$ cat config.mk
export PLATFORM = sky130hd
export DESIGN_NAME = integer_to_roman_encoder_core
export DESIGN_NICKNAME = d
export VERILOG_FILES = /design/src/sv/itr_pkg.sv /design/src/sv/integer_to_roman_encoder_core.sv /design/src/sv/itr_ctrl.sv /design/src/sv/itr_datapath.sv
export SDC_FILE = /design/constraint.sdc
export NUM_CORES = 1
export LEC_CHECK = 0
export BUFFER_PORTS_ARGS = -buffer_cell sky130_fd_sc_hd__buf_2
export CAP_MARGIN = 20
export CORE_MARGIN = 3
export CORE_UTILIZATION = 50
export DETAILED_ROUTE_END_ITERATION = 16
export PLACE_DENSITY = 0.7
export SYNTH_ARGS = -nofsm -noshare
export SYNTH_HDL_FRONTEND = slang
export SYNTH_SLANG_ARGS = --single-unit
$ cat constraint.sdc
create_clock -name i_clk -period 6.17 [get_ports i_clk]
set_clock_uncertainty 0.05 [all_clocks]
set_input_delay 1.234 -clock i_clk [delete_from_list [all_inputs] [get_ports i_clk]]
set_output_delay 1.234 -clock i_clk [all_outputs]
set_load 0.005 [all_outputs]
$ cat src/sv/itr_pkg.sv
// Shared types, constants and the denomination lookup for the Roman numeral encoder.
package itr_pkg;

    localparam int VALUE_W = 12;
    localparam int SYM_W   = 7;

    localparam logic [SYM_W-1:0] SYM_NONE = 7'h00;
    localparam logic [SYM_W-1:0] SYM_I    = 7'h49;
    localparam logic [SYM_W-1:0] SYM_V    = 7'h56;
    localparam logic [SYM_W-1:0] SYM_X    = 7'h58;
    localparam logic [SYM_W-1:0] SYM_L    = 7'h4C;
    localparam logic [SYM_W-1:0] SYM_C    = 7'h43;
    localparam logic [SYM_W-1:0] SYM_D    = 7'h44;
    localparam logic [SYM_W-1:0] SYM_M    = 7'h4D;

    typedef enum logic {
        ST_IDLE,
        ST_RUN
    } t_state;

    typedef struct packed {
        logic load;
        logic step;
    } t_cmd;

    typedef struct packed {
        logic out_busy;
        logic emit_last;
    } t_status;

    typedef struct packed {
        logic [VALUE_W-1:0] amount;
        logic [SYM_W-1:0]   first;
        logic [SYM_W-1:0]   second;
    } t_denom;

    // Greedy subtraction always takes the largest denomination not above a nonzero value.
    function automatic t_denom denom_lookup(input logic [VALUE_W-1:0] v);
        t_denom d;
        d.second = SYM_NONE;
        if (v >= VALUE_W'(1000)) begin
            d.amount = VALUE_W'(1000); d.first = SYM_M;
        end else if (v >= VALUE_W'(900)) begin
            d.amount = VALUE_W'(900);  d.first = SYM_C; d.second = SYM_M;
        end else if (v >= VALUE_W'(500)) begin
            d.amount = VALUE_W'(500);  d.first = SYM_D;
        end else if (v >= VALUE_W'(400)) begin
            d.amount = VALUE_W'(400);  d.first = SYM_C; d.second = SYM_D;
        end else if (v >= VALUE_W'(100)) begin
            d.amount = VALUE_W'(100);  d.first = SYM_C;
        end else if (v >= VALUE_W'(90)) begin
            d.amount = VALUE_W'(90);   d.first = SYM_X; d.second = SYM_C;
        end else if (v >= VALUE_W'(50)) begin
            d.amount = VALUE_W'(50);   d.first = SYM_L;
        end else if (v >= VALUE_W'(40)) begin
            d.amount = VALUE_W'(40);   d.first = SYM_X; d.second = SYM_L;
        end else if (v >= VALUE_W'(10)) begin
            d.amount = VALUE_W'(10);   d.first = SYM_X;
        end else if (v >= VALUE_W'(9)) begin
            d.amount = VALUE_W'(9);    d.first = SYM_I; d.second = SYM_X;
        end else if (v >= VALUE_W'(5)) begin
            d.amount = VALUE_W'(5);    d.first = SYM_V;
        end else if (v >= VALUE_W'(4)) begin
            d.amount = VALUE_W'(4);    d.first = SYM_I; d.second = SYM_V;
        end else begin
            d.amount = VALUE_W'(1);    d.first = SYM_I;
        end
        return d;
    endfunction

endpackage

$ cat src/sv/integer_to_roman_encoder_core.sv
// Top level of the integer to Roman numeral encoder.
// Each 12-bit value is emitted as its Roman numeral, one ASCII character per output
// transfer in reading order, with o_last on the final character; zero gives a single
// transfer with o_symbol zero and o_empty_res set. The value is loaded first, then the
// denomination selector and subtractor produce one character per cycle when the output
// is not stalled. A new value is taken once the last character of the previous one is
// in the output register.
module integer_to_roman_encoder_core (
    input  logic                        i_clk,
    input  logic                        i_rst_n,
    input  logic                        i_in_valid,
    output logic                        o_in_ready,
    input  logic [itr_pkg::VALUE_W-1:0] i_value,
    output logic                        o_out_valid,
    input  logic                        i_out_ready,
    output logic [itr_pkg::SYM_W-1:0]   o_symbol,
    output logic                        o_last,
    output logic                        o_empty_res
);
    import itr_pkg::*;

    t_cmd    w_cmd;
    t_status w_status;

    itr_ctrl u_ctrl (
        .i_clk      (i_clk),
        .i_rst_n    (i_rst_n),
        .i_in_valid (i_in_valid),
        .o_in_ready (o_in_ready),
        .i_status   (w_status),
        .o_cmd      (w_cmd)
    );

    itr_datapath u_datapath (
        .i_clk       (i_clk),
        .i_rst_n     (i_rst_n),
        .i_cmd       (w_cmd),
        .o_status    (w_status),
        .i_value     (i_value),
        .o_out_valid (o_out_valid),
        .i_out_ready (i_out_ready),
        .o_symbol    (o_symbol),
        .o_last      (o_last),
        .o_empty_res (o_empty_res)
    );

endmodule

$ cat src/sv/itr_ctrl.sv
// Controller state machine that sequences loading and character emission.
module itr_ctrl (
    input  logic            i_clk,
    input  logic            i_rst_n,
    input  logic            i_in_valid,
    output logic            o_in_ready,
    input  itr_pkg::t_status i_status,
    output itr_pkg::t_cmd   o_cmd
);
    import itr_pkg::*;

    t_state r_state;
    t_state n_state;

    always_ff @(posedge i_clk) begin
        if (!i_rst_n) begin
            r_state <= ST_IDLE;
        end else begin
            r_state <= n_state;
        end
    end

    always_comb begin
        n_state    = r_state;
        o_in_ready = 1'b0;
        o_cmd      = '0;
        case (r_state)
            ST_IDLE: begin
                o_in_ready = 1'b1;
                if (i_in_valid) begin
                    o_cmd.load = 1'b1;
                    n_state    = ST_RUN;
                end
            end
            ST_RUN: begin
                if (!i_status.out_busy) begin
                    o_cmd.step = 1'b1;
                    if (i_status.emit_last) begin
                        n_state = ST_IDLE;
                    end
                end
            end
            default: begin
                n_state = ST_IDLE;
            end
        endcase
    end

endmodule

$ cat src/sv/itr_datapath.sv
// Datapath holding the remaining value, the pair phase and the output register.
module itr_datapath (
    input  logic                        i_clk,
    input  logic                        i_rst_n,
    input  itr_pkg::t_cmd               i_cmd,
    output itr_pkg::t_status            o_status,
    input  logic [itr_pkg::VALUE_W-1:0] i_value,
    output logic                        o_out_valid,
    input  logic                        i_out_ready,
    output logic [itr_pkg::SYM_W-1:0]   o_symbol,
    output logic                        o_last,
    output logic                        o_empty_res
);
    import itr_pkg::*;

    logic [VALUE_W-1:0] r_value;
    logic               r_second;
    logic               r_zero;
    logic               r_out_valid;
    logic [SYM_W-1:0]   r_symbol;
    logic               r_last;
    logic               r_empty;

    t_denom             w_denom;
    logic               w_pair;
    logic               w_first_half;
    logic [VALUE_W-1:0] w_rest;
    logic [SYM_W-1:0]   w_sym;
    logic               w_last;

    always_comb begin
        w_denom      = denom_lookup(r_value);
        w_pair       = (w_denom.second != SYM_NONE);
        w_first_half = w_pair && !r_second;
        w_rest       = r_value - w_denom.amount;
        if (r_zero) begin
            w_sym  = SYM_NONE;
            w_last = 1'b1;
        end else if (w_first_half) begin
            w_sym  = w_denom.first;
            w_last = 1'b0;
        end else begin
            w_sym  = w_pair ? w_denom.second : w_denom.first;
            w_last = (w_rest == '0);
        end
    end

    assign o_status.out_busy  = r_out_valid && !i_out_ready;
    assign o_status.emit_last = w_last;

    always_ff @(posedge i_clk) begin
        if (i_cmd.load) begin
            r_value  <= i_value;
            r_zero   <= (i_value == '0);
            r_second <= 1'b0;
        end else if (i_cmd.step && !r_zero) begin
            if (w_first_half) begin
                r_second <= 1'b1;
            end else begin
                r_second <= 1'b0;
                r_value  <= w_rest;
            end
        end
    end

    always_ff @(posedge i_clk) begin
        if (!i_rst_n) begin
            r_out_valid <= 1'b0;
        end else if (i_cmd.step) begin
            r_out_valid <= 1'b1;
        end else if (i_out_ready) begin
            r_out_valid <= 1'b0;
        end
    end

    always_ff @(posedge i_clk) begin
        if (i_cmd.step) begin
            r_symbol <= w_sym;
            r_last   <= w_last;
            r_empty  <= r_zero;
        end
    end

    assign o_out_valid = r_out_valid;
    assign o_symbol    = r_symbol;
    assign o_last      = r_last;
    assign o_empty_res = r_empty;

endmodule

==> results of run 1 <==
==> worst paths after layout <==
kind	endpoint	cells after the start
setup / recovery	u_datapath.o_last	14
hold / removal	u_datapath.o_out_valid	2
setup reg to reg	u_datapath.o_last	14
hold reg to reg	u_datapath.o_out_valid	2
==> cells by family after synthesis <==
family	Yosys count	synth area share [%]
AND/OR/NAND/NOR	111	25.5
AO/OA/AOI/OAI	92	28.4
flip-flops	24	31.2
buffers and inverters	24	4.40
adder cells (fa/ha/maj)	11	6.55
XOR/XNOR	6	2.37
multiplexers	3	1.41
other	1	0.169
==> through the flow <==
step / std cells / util (%) / worst slack (ns) / hold slack, ns
finish: 340 / 58.8 / 1.85 / 0.471
floorplan: 272 / - / 2.59 / 0.374
detailed placement: 336 / 57.0 / 2.00 / 0.458
global route: 340 / 58.8 / 1.50 / 0.502
global placement: 336 / 57.0 / 2.04 / 0.441
CTS: 340 / 58.8 / 2.00 / 0.470
==> layout make-up <==
type                    instances  area, um2
fillers                       388       1710
inverters                      12       45.0
clock inverters                 1       30.0
flip-flops and latches         24        691
clock buffers                   3       41.3
repair buffers                 26        133
multi-input cells             224       1430
well taps                      50       62.6
==> tightest hold or removal path: cells and delay by family (launching register included) <==
family           cells  cell delay, ns
AO/OA/AOI/OAI        1            0.08
flip-flops           1            0.32
AND/OR/NAND/NOR      1            0.08
==> synth_stat cells (all sizes together), types with 5 or more instances <==
library cell / count / area [um2]
nand2: 33 / 124
a21oi: 25 / 125
o21ai: 25 / 125
nor2: 24 / 90.1
edfxtp: 21 / 631
inv: 12 / 45.0
ha: 10 / 125
nor3: 10 / 55.1
clkbuf: 8 / 30.0
nand3: 8 / 40.0
a31oi: 6 / 52.6
nand2b: 6 / 37.5
nor4: 6 / 37.5
o21a: 5 / 37.5
o31ai: 5 / 42.5
==> cells in the final DEF (no fill, tap or decap), types with 4 or more instances in the layout <==
| master | n |
|---|---|
| buf_2 | 25 |
| nand2_1 | 33 |
| nor2_1 | 24 |
| a31oi_1 | 5 |
| nor3_1 | 9 |
| edfxtp_1 | 21 |
| inv_1 | 12 |
| o21ai_0 | 24 |
| a21oi_1 | 25 |
| o21a_1 | 5 |
| a211oi_1 | 4 |
| nand2b_1 | 6 |
| nor4_1 | 6 |
| and3_1 | 4 |
| ha_1 | 10 |
| nand3_1 | 8 |
==> metal layers <==
| metal | track usage [%] | routed length (um) | vias up |
|---|---|---|---|
| met2 | 34.5 | 2510 | 101 |
| li1 | - | - | 1067 |
| met3 | 2.89 | 439 | 8 |
| met4 | 6.97 | 108 | 0 |
| met1 | 34.2 | 2660 | 980 |
| met5 | 0 | 0 | - |
==> registers in the layout (all words and copies together), names as in the netlist <==
signal and count:
u_ctrl.r_state 1, u_datapath.o_symbol 6, u_datapath.r_zero 1, u_datapath.o_last 1, u_datapath.r_value 12, u_datapath.o_out_valid 1, u_datapath.o_empty_res 1, u_datapath.r_second 1
==> report_power, final <==
group	internal, mW	leakage, nW	switching, mW
Clock	0.0868	0.0357	0.0566
Combinational	0.242	0.646	0.365
Sequential	0.233	0.226	0.0726
==> implementation parameters, run 1 <==
Parameter                              Value

Outcome
  Status ... finished, final reports clean

Pwr
  Static leakage ... 0.908 nW
  Pwr Total ... 1.06 mW
  VDD IR max ... 264 uV
  Total power density per cell area ... 434 mW/mm2

Global routing
  Number of antenna violations at the first check in global routing ... 0
  Maximum number of pins on one net before global-route repair ... 16
  Sum of overflow across all layers after global routing ... 0
  Global-route wire length before repair ... 9.52 mm
  GRT Total Usage ... 22.9%
  Vias in the first global route ... 1964

Worst hold path
  Hold Path Origin ... u_datapath.o_out_valid
  Tightest Hold Check Type ... flop to flop

Timing
  Fin crit period ... 4.32 ns
  Max-slew violation count ... 0
  RSZ-0062 raised after global routing ... no
  Slew at the pin with the worst max-slew slack ... 0.697 ns
  Max-slew headroom at the worst pin ... 53.2%
  Final hold viol count ... 0
  Highest Clock Rate ... 232 MHz
  Final worst path period share ... 70.0%
  Setup tns final ... 0 ns
  Final setup violation count ... 0

Synthesis
  Post-synthesis instance area ... 0.00222 mm2
  Number of library cell types mapped by synthesis ... 57
  Net count after synthesis ... 299
  Count of flip-flops with a built-in enable after synthesis ... 21
  Syn Inst Count ... 272
  Mean area per synthesized cell ... 8.15 um2
  Share of synthesized registers carrying an async set or reset ... 0%
  Share of synthesized area occupied by flip-flops and latches ... 31.2%
  Total of flip-flops plus latches after synthesis ... 24
  Synthesis warning total ... 0
  Dominant synthesized flop cell ... edfxtp_1

Routing
  Total via count in the routed design ... 2156
  DRT Pass-1 Iters ... 7
  Drt total wl ... 5.71 mm
  Mean routed wirelength per cell ... 16.8 um
  Initial drt markers ... 198
  Ratio of routed vias to standard cells ... 6.34
  Number of antenna-violating nets in the routed design ... 0
  Post-route DRC ... 0

Placed design
  RePlAce Congestion ... 0.983
  I/O Buffers ... 25
  DP HPWL ... 4.35 mm
  Standard cell area after detailed placement ... 0.00236 mm2

Clocking
  CTS Hold Buffers Added ... 0
  Largest buffer count on any clock path ... 2
  Clock sink count ... 24
  Clock tree from TritonCTS ... done
  TritonCTS Buffers ... 3
  Cts repair resizes ... 0
  Number of setup buffers added after CTS ... 0
  Library cell used as clock root buffer ... clkbuf_8
  Clock insertion delay at the later pin of the skew report ... 0.27 ns
  CTS H-tree lvls ... 1
  Clock slew at reported path FFs ... 0.10 ns

Critical path
  Biggest fanout along the worst timing path ... 13
  Stage delay of the slowest cell on the critical path ... 0.56 ns
  Slowest-stage cell, CP ... edfxtp_1
  R2R Setup Slk ... 1.85 ns
  Required time of the critical path ... 6.13 ns
  Setup crit start kind ... flop
  Crit path DAT ... 4.28 ns
  Combined buffer and inverter count along the critical path ... 0
  Critical path endpoint category ... flop
  Worst reg2reg startpoint ... u_datapath.r_value[3]
  CP Class ... flop to flop
  Cell repeated most along the worst path ... nor3_1
  Dominant delay contributor by cell family on the critical path ... compound AO/OA/AOI/OAI gates
  Cell chain of the critical path ... nor3_1, nor3_1, nor3_1, o21ai_0, a21oi_1, nor2_1, nor2_1, ha_1, nand3_1, o211a_1, a211oi_1, nor4_1, a311oi_1, o41ai_2
  CP Launch Point ... u_datapath.r_value[3]

Floorplanning
  Die span in x ... 72.6 um
  I/O pin count ... 27
  Area of the core ... 0.00414 mm2
  Number of standard-cell rows in the floorplan ... 23
  Die Y ... 72.6 um
  Effective utilization at floorplan ... 53.5%
  DIE AREA ... 0.00527 mm2

Finish
  Total number of nets in the final design ... 318
  Inserted Diodes ... 0
  Synthesis-to-layout area growth ... 9.88%
  Non-Filler Cell Area, Final ... 0.00243 mm2
  Proportion of layout cells with a drive suffix above 1 ... 15.2%

Job
  Max-cap violations ... 0
Power figures use the tool's default switching activity.
==> inputs of run 2 (changes only) <==
Settings changed: PLACE_DENSITY 0.7 to 0.73.
Clock period 6.17 ns to 3.7 ns, I/O delays scaled along.
==> run 2 against run 1 <==
Compared with the run above:
- routed wire length up 22%
- non-clock buffer count grew 60
- fmax up 18%
- global-route usage rose by 3.3 points
- combinational power grew to 2.7 times the previous value
- largest cell class unchanged
==> implementation parameters, run 2 (synthesis results as in run 1) <==
Parameter                              Value

Finish
  Max reg flops ... 12
  Most common library cell in the layout ignoring fill and taps ... buf_4
  Inserted Diodes ... 0
  Biggest register ... u_datapath.r_value
  Commonest cells after routing, fill and taps aside ... buf_4, nand2_1, buf_2
  Total number of nets in the final design ... 378
  Proportion of layout cells with a drive suffix above 1 ... 37.1%
  Share of the core filled with cells in the final layout ... 73.2%
  Non-Filler Cell Area, Final ... 0.00303 mm2
  Synthesis-to-layout area growth ... 36.9%
  Number of inserted filler cells in the final layout ... 304

Timing
  Max-slew violation count ... 0
  RSZ-0062 raised after global routing ... yes
  Max-slew headroom at the worst pin ... 61.7%
  Final setup violation count ... 0
  Fin crit period ... 3.65 ns
  Final worst path period share ... 98.6%
  Slew at the pin with the worst max-slew slack ... 0.574 ns
  Highest Clock Rate ... 274 MHz
  Final-layout worst hold slack ... 0.468 ns
  Final hold viol count ... 0

Critical path
  CP Launch Point ... u_datapath.r_value[3]
  R2R Setup Slk ... 0.05 ns
  CP Class ... flop to flop
  Crit path DAT ... 3.76 ns
  R2r worst-path depth ... 16
  Biggest fanout along the worst timing path ... 6
  Required time of the critical path ... 3.81 ns
  Critical path endpoint category ... flop
  Setup crit start kind ... flop
  Worst reg2reg startpoint ... u_datapath.r_value[3]

Pwr
  Portion of total power attributed to combinational logic ... 70.0%
  Switching power ... 1.03 mW
  P_int ... 1.29 mW
  Clock share of power ... 10.7%
  Sequential fraction of design power ... 19.3%
  Pwr Total ... 2.32 mW
  Static leakage ... 1.23 nW
  Fraction of power spent switching nets ... 44.2%
  Total power density per cell area ... 765 mW/mm2
  VDD IR max ... 570 uV

Placed design
  RePlAce Congestion ... 0.930
  DP HPWL ... 5.14 mm
  Standard cell area after detailed placement ... 0.00272 mm2
  I/O Buffers ... 25

Clocking
  Clock insertion delay at the later pin of the skew report ... 0.28 ns
  Clock slew at reported path FFs ... 0.10 ns
  TritonCTS Buffers ... 3
  Largest buffer count on any clock path ... 2
  Clock sink count ... 24
  CTS Hold Buffers Added ... 0
  Clock tree from TritonCTS ... done
  Library cell used as clock root buffer ... clkbuf_8
  CTS H-tree lvls ... 1

Worst hold path
  Min-Delay Path Depth ... 2
  Tightest Hold Check Type ... flop to flop
  Hold Path Origin ... u_datapath.o_out_valid

Routing
  Drt total wl ... 6.96 mm
  Total via count in the routed design ... 2508
  DRT Pass-1 Iters ... 5
  Post-route DRC ... 0
  Ratio of routed vias to standard cells ... 6.27
  Mean routed wirelength per cell ... 17.4 um
  Number of antenna-violating nets in the routed design ... 0
  Initial drt markers ... 240

Floorplanning
  Area of the core ... 0.00414 mm2
  DIE AREA ... 0.00527 mm2
  Die span in x ... 72.6 um
  Effective utilization at floorplan ... 53.5%
  I/O pin count ... 27
  Die Y ... 72.6 um
  Number of standard-cell rows in the floorplan ... 23

Global routing
  GRT Total Usage ... 26.2%
  Maximum number of pins on one net before global-route repair ... 16
  Vias in the first global route ... 2235
  Number of antenna violations at the first check in global routing ... 0
  Sum of overflow across all layers after global routing ... 0
  Global-route wire length before repair ... 10.8 mm

Outcome
  Status ... finished, final reports clean

Job
  Max-cap violations ... 0
-- run 2: worst paths after layout --
path | end
setup / recovery | u_ctrl.r_state
hold / removal | u_datapath.o_out_valid
setup reg to reg | u_ctrl.r_state
hold reg to reg | u_datapath.o_out_valid
-- run 2: layer usage --
| metal | global-route usage (%) | up-vias | part of all wire (%) |
|---|---|---|---|
| met5 | 0 | - | 0 |
| met4 | 9.84 | 0 | 4.3 |
| met3 | 2.89 | 28 | 6.2 |
| met2 | 42.6 | 135 | 46 |
| met1 | 35.8 | 1164 | 44 |
| li1 | - | 1181 | - |
-- run 2: worst max-delay path, cell delays in order (launching register included) --
cell,delay (ns)
edfxtp_1,0.54
o311ai_1,0.29
buf_4,0.17
nand4b_1,0.15
a21oi_2,0.16
nor2_1,0.06
nor2_1,0.13
nor2_1,0.07
ha_1,0.37
nand3_2,0.09
buf_4,0.14
o2111ai_1,0.20
xor2_1,0.13
nor4_2,0.26
o2111ai_2,0.17
o41ai_2,0.41
a21oi_1,0.12
-- run 2: stage by stage --
step | TNS (ns) | setup WS [ns] | std cells
2_1_floorplan | 0 | 0.124 | 272
3_3_place_gp | 0 | 0.0171 | 384
3_5_place_dp | -0.0296 | -0.0296 | 384
4_1_cts | 0 | 0.00375 | 389
5_1_grt | -0.174 | -0.109 | 400
6_report | 0 | 0.0518 | 400
-- run 2: power by group through the flow --
stage | sequential (mW) | combinational, mW | clock, mW
2_1_floorplan | 0.452 | 0.831 | 0
3_3_place_gp | 0.446 | 1.36 | 0
3_5_place_dp | 0.448 | 1.38 | 0
4_1_cts | 0.440 | 1.40 | 0.246
5_1_grt | 0.455 | 1.77 | 0.257
6_report | 0.447 | 1.63 | 0.249
-- run 2: cell type report --
cell class / count / area (um2) / area share [%]
Clock buffer: 3 / 41.3 / 1.36
Clock inverter: 1 / 30.0 / 0.990
Timing Repair Buffer: 86 / 587 / 19.3
Sequential cell: 24 / 691 / 22.8
Inverter: 12 / 45.0 / 1.48
Multi-Input combinational cell: 224 / 1580 / 52.0
Tap cell: 50 / 62.6 / 2.06
-- run 2: what timing repair did --
item | in CTS | in global routing
setup buffers | 1 | 11
endpoints found under the setup margin | 2 | 3
pin swaps | 0 | 20
resized for setup | 1 | 37
endpoints found under the hold margin | 0 | 0
